**src/rtl/sbc_pkg.sv**
```systemverilog
// Shared types and constants for the color-keyed sprite blitter.
// No dependencies; used by the front end, the back end and the top level.
`timescale 1ns / 1ps

package sbc_pkg;

    localparam int unsigned SX_W   = 10;  // origin_x (9b) + column (8b)
    localparam int unsigned SY_W   = 9;   // origin_y (8b) + row (8b)
    localparam int unsigned ADDR_W = 16;

    localparam logic [7:0] TRANSPARENT_COLOR = 8'hff;

    typedef enum logic [1:0] {
        PH_WIDTH  = 2'd0,
        PH_HEIGHT = 2'd1,
        PH_PIXEL  = 2'd2
    } t_phase;

    // One classified pixel command, front to back
    typedef struct packed {
        logic [SX_W-1:0] sx;
        logic [SY_W-1:0] sy;
        logic            on_screen;
        logic            enable;
        logic [7:0]      pixel;
        logic            done;
    } t_cmd;

endpackage

```
**src/rtl/sprite_blit_color_key_clip.sv**
```systemverilog
// Color-keyed sprite blitter with right/bottom clipping.
// An accepted pixel byte is first written into the queue, then goes through the
// address multiply into the output register once that register is free or popped.
// Throughput: one byte per cycle; full rises only once the queue has filled
// behind a stalled output register.
// Reset (synchronous, i_rst_n low): parser waits for a width byte, queue and
// output register empty.
`timescale 1ns / 1ps

module sprite_blit_color_key_clip #(
    parameter int unsigned SCREEN_WIDTH  = 320,
    parameter int unsigned SCREEN_HEIGHT = 200,
    parameter int unsigned QUEUE_DEPTH   = 4
) (
    input  logic        i_clk,
    input  logic        i_rst_n,
    input  logic        push,
    output logic        full,
    input  logic        i_req_type,
    input  logic [8:0]  i_origin_x,
    input  logic [7:0]  i_origin_y,
    input  logic [7:0]  i_stream_byte,
    input  logic        i_first_byte,
    output logic        empty,
    input  logic        pop,
    output logic        o_write_enable,
    output logic [15:0] o_write_addr,
    output logic [7:0]  o_write_pixel,
    output logic        o_sprite_done
);

    logic          accept;
    logic          front_valid;
    sbc_pkg::t_cmd front_cmd;
    logic          q_valid;
    logic          q_full;
    logic          q_take;
    sbc_pkg::t_cmd q_cmd;

    assign accept = push && !q_full;
    assign full   = q_full;

    sbc_front #(
        .SCREEN_WIDTH  (SCREEN_WIDTH),
        .SCREEN_HEIGHT (SCREEN_HEIGHT)
    ) u_front (
        .i_clk         (i_clk),
        .i_rst_n       (i_rst_n),
        .i_accept      (accept),
        .i_req_type    (i_req_type),
        .i_origin_x    (i_origin_x),
        .i_origin_y    (i_origin_y),
        .i_stream_byte (i_stream_byte),
        .i_first_byte  (i_first_byte),
        .o_cmd_valid   (front_valid),
        .o_cmd         (front_cmd)
    );

    sbc_fifo #(
        .WIDTH (int'($bits(sbc_pkg::t_cmd))),
        .DEPTH (QUEUE_DEPTH)
    ) u_queue (
        .i_clk     (i_clk),
        .i_rst_n   (i_rst_n),
        .i_wr      (front_valid),
        .i_wr_data (front_cmd),
        .i_rd      (q_take),
        .o_rd_data (q_cmd),
        .o_valid   (q_valid),
        .o_full    (q_full)
    );

    sbc_back #(
        .SCREEN_WIDTH (SCREEN_WIDTH)
    ) u_back (
        .i_clk          (i_clk),
        .i_rst_n        (i_rst_n),
        .i_cmd_valid    (q_valid),
        .i_cmd          (q_cmd),
        .o_cmd_take     (q_take),
        .i_pop          (pop),
        .o_empty        (empty),
        .o_write_enable (o_write_enable),
        .o_write_addr   (o_write_addr),
        .o_write_pixel  (o_write_pixel),
        .o_sprite_done  (o_sprite_done)
    );

`ifndef ASSERT_OFF
    // a pixel command is only produced for an accepted word
    a_cmd_needs_accept: assert property (@(posedge i_clk) disable iff (!i_rst_n)
        front_valid |-> !q_full)
        else $error("pixel command produced while queue full");

    // an idle output register picks up a waiting command at once
    a_no_bubble: assert property (@(posedge i_clk) disable iff (!i_rst_n)
        (empty && q_valid) |=> !empty)
        else $error("output register idle while queue holds a command");

    // a queued command leaves only into a free or draining output register
    a_take_ok: assert property (@(posedge i_clk) disable iff (!i_rst_n)
        q_take |-> (empty || pop))
        else $error("command taken while output register stalled");
`endif

endmodule

```
**src/rtl/sbc_front.sv**
```systemverilog
// Front end: parses the sprite byte stream, walks column/row counters and
// classifies each pixel (clip, transparency). Depends on sbc_pkg.
`timescale 1ns / 1ps

module sbc_front #(
    parameter int unsigned SCREEN_WIDTH  = 320,
    parameter int unsigned SCREEN_HEIGHT = 200
) (
    input  logic              i_clk,
    input  logic              i_rst_n,
    input  logic              i_accept,
    input  logic              i_req_type,
    input  logic [8:0]        i_origin_x,
    input  logic [7:0]        i_origin_y,
    input  logic [7:0]        i_stream_byte,
    input  logic              i_first_byte,
    output logic              o_cmd_valid,
    output sbc_pkg::t_cmd     o_cmd
);

    sbc_pkg::t_phase r_phase, n_phase;
    logic [7:0] r_width, n_width;
    logic [7:0] r_height, n_height;
    logic [7:0] r_col, n_col;
    logic [7:0] r_row, n_row;
    logic [8:0] r_x, n_x;
    logic [7:0] r_y, n_y;
    logic       r_mode, n_mode;

    logic [sbc_pkg::SX_W-1:0] sx;
    logic [sbc_pkg::SY_W-1:0] sy;
    logic                     on_screen;
    logic                     col_last;
    logic                     row_last;

    always_comb begin
        sx        = {1'b0, r_x} + {2'b00, r_col};
        sy        = {1'b0, r_y} + {1'b0, r_row};
        on_screen = (32'(sx) < 32'(SCREEN_WIDTH)) && (32'(sy) < 32'(SCREEN_HEIGHT));
        col_last  = ({1'b0, r_col} + 9'd1) >= {1'b0, r_width};
        row_last  = ({1'b0, r_row} + 9'd1) >= {1'b0, r_height};

        o_cmd.sx        = sx;
        o_cmd.sy        = sy;
        o_cmd.on_screen = on_screen;
        o_cmd.enable    = on_screen &&
                          (r_mode || (i_stream_byte != sbc_pkg::TRANSPARENT_COLOR));
        o_cmd.pixel     = r_mode ? 8'd0 : i_stream_byte;
        o_cmd.done      = col_last && row_last;
        o_cmd_valid     = i_accept && !i_first_byte && (r_phase == sbc_pkg::PH_PIXEL);
    end

    always_comb begin
        n_phase  = r_phase;
        n_width  = r_width;
        n_height = r_height;
        n_col    = r_col;
        n_row    = r_row;
        n_x      = r_x;
        n_y      = r_y;
        n_mode   = r_mode;
        if (i_accept) begin
            if (i_first_byte) begin
                // a width byte always restarts, even mid-sprite
                n_width = i_stream_byte;
                n_x     = i_origin_x;
                n_y     = i_origin_y;
                n_mode  = i_req_type;
                n_col   = 8'd0;
                n_row   = 8'd0;
                n_phase = sbc_pkg::PH_HEIGHT;
            end else begin
                unique case (r_phase)
                    sbc_pkg::PH_HEIGHT: begin
                        n_height = i_stream_byte;
                        n_col    = 8'd0;
                        n_row    = 8'd0;
                        n_phase  = (r_width == 8'd0 || i_stream_byte == 8'd0) ?
                                   sbc_pkg::PH_WIDTH : sbc_pkg::PH_PIXEL;
                    end
                    sbc_pkg::PH_PIXEL: begin
                        if (col_last) begin
                            n_col = 8'd0;
                            if (row_last) begin
                                n_row   = 8'd0;
                                n_phase = sbc_pkg::PH_WIDTH;
                            end else begin
                                n_row = r_row + 8'd1;
                            end
                        end else begin
                            n_col = r_col + 8'd1;
                        end
                    end
                    default: begin
                        n_phase = sbc_pkg::PH_WIDTH;
                    end
                endcase
            end
        end
    end

    always_ff @(posedge i_clk) begin
        if (!i_rst_n) begin
            r_phase <= sbc_pkg::PH_WIDTH;
            r_col   <= 8'd0;
            r_row   <= 8'd0;
        end else begin
            r_phase <= n_phase;
            r_col   <= n_col;
            r_row   <= n_row;
        end
    end

    always_ff @(posedge i_clk) begin
        r_width  <= n_width;
        r_height <= n_height;
        r_x      <= n_x;
        r_y      <= n_y;
        r_mode   <= n_mode;
    end

endmodule

```
**src/rtl/sbc_fifo.sv**
```systemverilog
// Small register queue that decouples the front end from the back end.
// Generic width and depth; no package dependencies.
`timescale 1ns / 1ps

module sbc_fifo #(
    parameter int unsigned WIDTH = 8,
    parameter int unsigned DEPTH = 4
) (
    input  logic             i_clk,
    input  logic             i_rst_n,
    input  logic             i_wr,
    input  logic [WIDTH-1:0] i_wr_data,
    input  logic             i_rd,
    output logic [WIDTH-1:0] o_rd_data,
    output logic             o_valid,
    output logic             o_full
);

    localparam int unsigned PTR_W = (DEPTH > 1) ? $clog2(DEPTH) : 1;
    localparam int unsigned CNT_W = $clog2(DEPTH + 1);

    logic [WIDTH-1:0] r_mem [DEPTH];
    logic [PTR_W-1:0] r_wr_ptr, n_wr_ptr;
    logic [PTR_W-1:0] r_rd_ptr, n_rd_ptr;
    logic [CNT_W-1:0] r_cnt, n_cnt;
    logic             do_wr, do_rd;

    always_comb begin
        o_valid   = (r_cnt != '0);
        o_full    = (r_cnt == CNT_W'(DEPTH));
        o_rd_data = r_mem[r_rd_ptr];
        do_wr     = i_wr && !o_full;
        do_rd     = i_rd && o_valid;

        n_wr_ptr = r_wr_ptr;
        n_rd_ptr = r_rd_ptr;
        if (do_wr) begin
            n_wr_ptr = (r_wr_ptr == PTR_W'(DEPTH - 1)) ? '0 : r_wr_ptr + PTR_W'(1);
        end
        if (do_rd) begin
            n_rd_ptr = (r_rd_ptr == PTR_W'(DEPTH - 1)) ? '0 : r_rd_ptr + PTR_W'(1);
        end
        n_cnt = r_cnt + CNT_W'(do_wr) - CNT_W'(do_rd);
    end

    always_ff @(posedge i_clk) begin
        if (!i_rst_n) begin
            r_wr_ptr <= '0;
            r_rd_ptr <= '0;
            r_cnt    <= '0;
        end else begin
            r_wr_ptr <= n_wr_ptr;
            r_rd_ptr <= n_rd_ptr;
            r_cnt    <= n_cnt;
        end
    end

    always_ff @(posedge i_clk) begin
        if (do_wr) begin
            r_mem[r_wr_ptr] <= i_wr_data;
        end
    end

endmodule

```
**src/rtl/sbc_back.sv**
```systemverilog
// Back end: turns a classified pixel command into a framebuffer write word
// (linear address) and holds it in the output register. Depends on sbc_pkg.
`timescale 1ns / 1ps

module sbc_back #(
    parameter int unsigned SCREEN_WIDTH = 320
) (
    input  logic                       i_clk,
    input  logic                       i_rst_n,
    input  logic                       i_cmd_valid,
    input  sbc_pkg::t_cmd              i_cmd,
    output logic                       o_cmd_take,
    input  logic                       i_pop,
    output logic                       o_empty,
    output logic                       o_write_enable,
    output logic [sbc_pkg::ADDR_W-1:0] o_write_addr,
    output logic [7:0]                 o_write_pixel,
    output logic                       o_sprite_done
);

    logic                       r_valid, n_valid;
    logic                       r_en;
    logic [sbc_pkg::ADDR_W-1:0] r_addr;
    logic [7:0]                 r_pix;
    logic                       r_done;

    logic [31:0]                row_base;
    logic [sbc_pkg::ADDR_W-1:0] addr;

    always_comb begin
        row_base   = 32'(i_cmd.sy) * 32'(SCREEN_WIDTH);
        // address wraps modulo 2^16; clipped pixels report zero
        addr       = i_cmd.on_screen ? sbc_pkg::ADDR_W'(row_base + 32'(i_cmd.sx)) : '0;
        o_cmd_take = i_cmd_valid && (!r_valid || i_pop);
        n_valid    = o_cmd_take ? 1'b1 : (i_pop ? 1'b0 : r_valid);
    end

    always_ff @(posedge i_clk) begin
        if (!i_rst_n) begin
            r_valid <= 1'b0;
        end else begin
            r_valid <= n_valid;
        end
    end

    always_ff @(posedge i_clk) begin
        if (o_cmd_take) begin
            r_en   <= i_cmd.enable;
            r_addr <= addr;
            r_pix  <= i_cmd.pixel;
            r_done <= i_cmd.done;
        end
    end

    assign o_empty        = !r_valid;
    assign o_write_enable = r_en;
    assign o_write_addr   = r_addr;
    assign o_write_pixel  = r_pix;
    assign o_sprite_done  = r_done;

endmodule
```
**config.mk**
```make
export PLATFORM = sky130hd
export DESIGN_NAME = sprite_blit_color_key_clip
export DESIGN_NICKNAME = d
export VERILOG_FILES = /design/src/rtl/sbc_pkg.sv /design/src/rtl/sprite_blit_color_key_clip.sv /design/src/rtl/sbc_front.sv /design/src/rtl/sbc_fifo.sv /design/src/rtl/sbc_back.sv
export SDC_FILE = /design/constraint.sdc
export NUM_CORES = 1
export LEC_CHECK = 0
export ABC_AREA = 1
export BUFFER_PORTS_ARGS = -buffer_cell sky130_fd_sc_hd__buf_2
export CORE_UTILIZATION = 60
export DETAILED_ROUTE_END_ITERATION = 8
export PLACE_DENSITY_LB_ADDON = 0.12
export SLEW_MARGIN = 5
export SYNTH_ARGS = -nofsm -noshare
export SYNTH_HDL_FRONTEND = slang
export SYNTH_SLANG_ARGS = --single-unit
```
**constraint.sdc**
```tcl
create_clock -name i_clk -period 7.78 [get_ports i_clk]
set_input_delay 1.556 -clock i_clk [delete_from_list [all_inputs] [get_ports i_clk]]
set_output_delay 1.556 -clock i_clk [all_outputs]
set_load 0.02 [all_outputs]
```
==> results.toml <==
[critical_path]
r2r_slack_ns = 3.62
crit_chain = "buf_4, inv_2, nand2_1, a32oi_1, ha_1, ha_1, fa_1, inv_1, a21oi_1, nand2_1, nor3_1, nand2_1, nor2_1, nor2_1"
crit_path_max_fanout = 61
cp_top_family = "buffers and inverters"
cp-endpoint = "u_back.o_write_addr[15]"
ff2ff_path_depth = 14
rr_endpoint = "u_back.o_write_addr[15]"
worstSetupPathType = "register to register"
crit_slowest_cell = "inv_2"
max_stage_delay_ns = 0.80
worstSetupPathDepth = 14
cp-end-kind = "register"
crit_buf_inv = 3
arrival_ns = 4.41
required_ns = 8.03
critPathLaunchType = "register"
worst_path_most_repeated_cell = "nand2_1"

[routing]
post-route-drc-count = 0
drt_iter0_drc = 483
routed_wl_mm = 19.2
via_per_inst = 5.53
ant_nets = 0
firstDrtPassIters = 5
wl_per_cell_um = 16.5
vias = 6439

[outcome]
status = "finished clean"

[yosys]
avgSynthCellArea_sq_um = 11.0
synth.net_count = 969
synth-edff-count = 180
yosysUniqueCellTypes = 40
syn_inst = 875
yosysSeqAreaShare_pct = 62.2
ys_ff_latch = 208
syn_area_sq_mm = 0.00959
async_flop_share_pct = 0
synth_warnings = 0
synth_flop_cell = "edfxtp_1"

[clocking]
cts_hold_buf = 0
cts_sinks = 208
clk_latency_ns = 0.51
clkTransAtPathRegs_ns = 0.06
cts.path.max_buffers = 3
cts_max_level = 1
cts_tree = "built"
cts_resized = 0
cts-buffers-inserted = 22
root_buffer = "clkbuf_16"
cts_setup_buffers = 0

[final_layout]
areaGrowthSynthToFinish_pct = 12.2
fin_nets = 1035
diodes = 0
drive_above_1_share_pct = 11.8

[floorplan]
die_w_um = 128
top_level_ports = 59
rows = 45
die_area_sq_mm = 0.0165
core_area_sq_mm = 0.0154
initial_core_util_pct = 62.2
die_height_um = 128

[run]
cap_violations = 0

[place]
place.gp.congestion = 0.853
dp_slack_ns = 3.66
io_buffers = 58
dp_hpwl_mm = 12.8

[global_route]
gr-usage-met1_pct = 31.0
grt_antenna_before_repair = 0
grt_busiest_layer = "met2"
grt_max_degree = 62
grt_overflow_total = 0
met3_usage_pct = 4.12
use_met2_pct = 42.2
grt_usage_pct = 24.4
grt_pass1_vias = 6500
grt_pass1_wl_mm = 31.0

[sta]
setup_ws_ns = 3.62
hold_viol = 0
relSlewSlack_pct = 23.2
whs_ns = 0.518
fin_crit_sh_pct = 53.5
maxSlewViolCount = 0
skew_ns = 0.0197
finalSetupViolations = 0
tns_ns = 0
max_freq_mhz = 240
layout_min_cycle_time_ns = 4.16
rsz0062_at_grt = "false"
tightest_slew_ns = 1.15

[power]
irDropWorstVdd_mv = 0.270
pwr_density_cell_mw_per_mm2 = 382
p_leak_uw = 0.00454

[worst_hold_path]
hold_class = "register to register"
placed cells by master (no fill, tap or decap), drive strengths merged, types with 2 or more instances in the layout:
| master | n |
|---|---|
| edfxtp | 180 |
| nand2 | 132 |
| nor2 | 112 |
| inv | 109 |
| o21ai | 65 |
| buf | 65 |
| ha | 58 |
| a21oi | 44 |
| dfxtp | 28 |
| clkbuf | 27 |
| o22ai | 26 |
| nand3 | 25 |
| xor2 | 18 |
| clkinv | 10 |
| nand4 | 9 |
| xnor2 | 7 |
| nor4 | 5 |
| fa | 5 |
| a31oi | 5 |
| nor3 | 4 |
| a21o | 3 |
| a32oi | 3 |
| o211ai | 2 |
| o21a | 2 |
| a21boi | 2 |
| or2 | 2 |
state kept, by name, summed over array words and instances, names as in the netlist, named ones only:
| name | cells |
|---|---|
| u_queue.r_rd_ptr | 2 |
| u_back.r_valid | 1 |
| u_queue.r_cnt | 3 |
| u_back.o_write_pixel | 8 |
| u_front.r_x | 9 |
| u_back.o_write_addr | 16 |
| u_front.r_height | 8 |
| u_queue.r_wr_ptr | 2 |
| u_queue.r_mem | 120 |
| u_back.o_write_enable | 1 |
| u_front.r_phase | 2 |
| u_back.o_sprite_done | 1 |
| u_front.r_col | 8 |
| u_front.r_y | 8 |
| u_front.r_mode | 1 |
| u_front.r_width | 8 |
| u_front.r_row | 8 |
stage by stage:
stage                     instance area [sq um]  cells  utilization, %  total power (uW)
after global placement                    10100   1128            65.6              3130
after floorplan                            9590    875               -              2800
after global routing                      10800   1164            69.7              4440
after CTS                                 10800   1164            69.7              4140
final                                     10800   1164            69.7              4120
after detailed placement                  10100   1128            65.6              3210
cells by family after synthesis:
kind of cell	count (synthesis)	synth area share [%]
adders and majority gates	63	8.61
DFF	208	62.2
buffers and inverters	133	5.35
xor gates and xnor gates	25	2.28
AOI/OAI and AO/OA	156	9.12
and+or+nand+nor	290	12.5
worst min-delay path by stage:
stage,cells after the start,to,startpoint,slack [ns]
after floorplan,2,u_front.r_phase[0],u_front.r_phase[0],0.48
after global placement,2,u_front.r_phase[0],u_front.r_phase[0],0.49
after detailed placement,2,u_front.r_phase[0],u_front.r_phase[0],0.50
after CTS,2,u_front.r_phase[0],u_front.r_phase[0],0.51
after global routing,2,u_front.r_phase[0],u_front.r_phase[0],0.56
final,2,u_front.r_phase[0],u_front.r_phase[0],0.52
routing by layer:
metal	routed length (um)	part of all wire [%]	vias up
met5	0	0	-
met4	481	2.5	0
met3	1070	5.6	47
met2	9690	50	179
met1	7960	41	3058
li1	-	-	3155
report_power, final:
part	internal, uW	leakage (uW)	switching, uW
clock	534	0.000316	394
sequential	1450	0.00190	47.2
combinational	575	0.00232	1110
Yosys cell counts (3+ instances only):
master | count | area share (%)
edfxtp_1 | 180 | 56
nand2_1 | 132 | 5.2
nor2_1 | 110 | 4.3
inv_1 | 104 | 4.1
o21ai_0 | 62 | 3.2
ha_1 | 58 | 7.6
a21oi_1 | 44 | 2.3
dfxtp_1 | 28 | 5.8
o22ai_1 | 26 | 1.7
nand3_1 | 22 | 1.1
xor2_1 | 18 | 1.6
clkbuf_1 | 17 | 0.67
nand4_1 | 9 | 0.59
xnor2_1 | 7 | 0.64
a31oi_1 | 5 | 0.33
buf_2 | 5 | 0.26
fa_1 | 5 | 1.0
inv_2 | 5 | 0.20
nor4_1 | 5 | 0.33
nor3_1 | 4 | 0.21
a21o_1 | 3 | 0.23
o21ai_1 | 3 | 0.16
worst min-delay path: cells and delay by family, from the launching register on:
kind | cells | cell delay (ns)
and+or+nand+nor | 2 | 0.15
DFF | 1 | 0.32
layout make-up:
type	instances	area, sq um
timing repair buffer	65	343
multi-input combinational	534	3140
clock inverter	9	41.3
fill	1131	4670
clock buffer	27	591
inverter	110	413
sequential	208	5970
tap	211	264
Power figures use the tool's default switching activity.
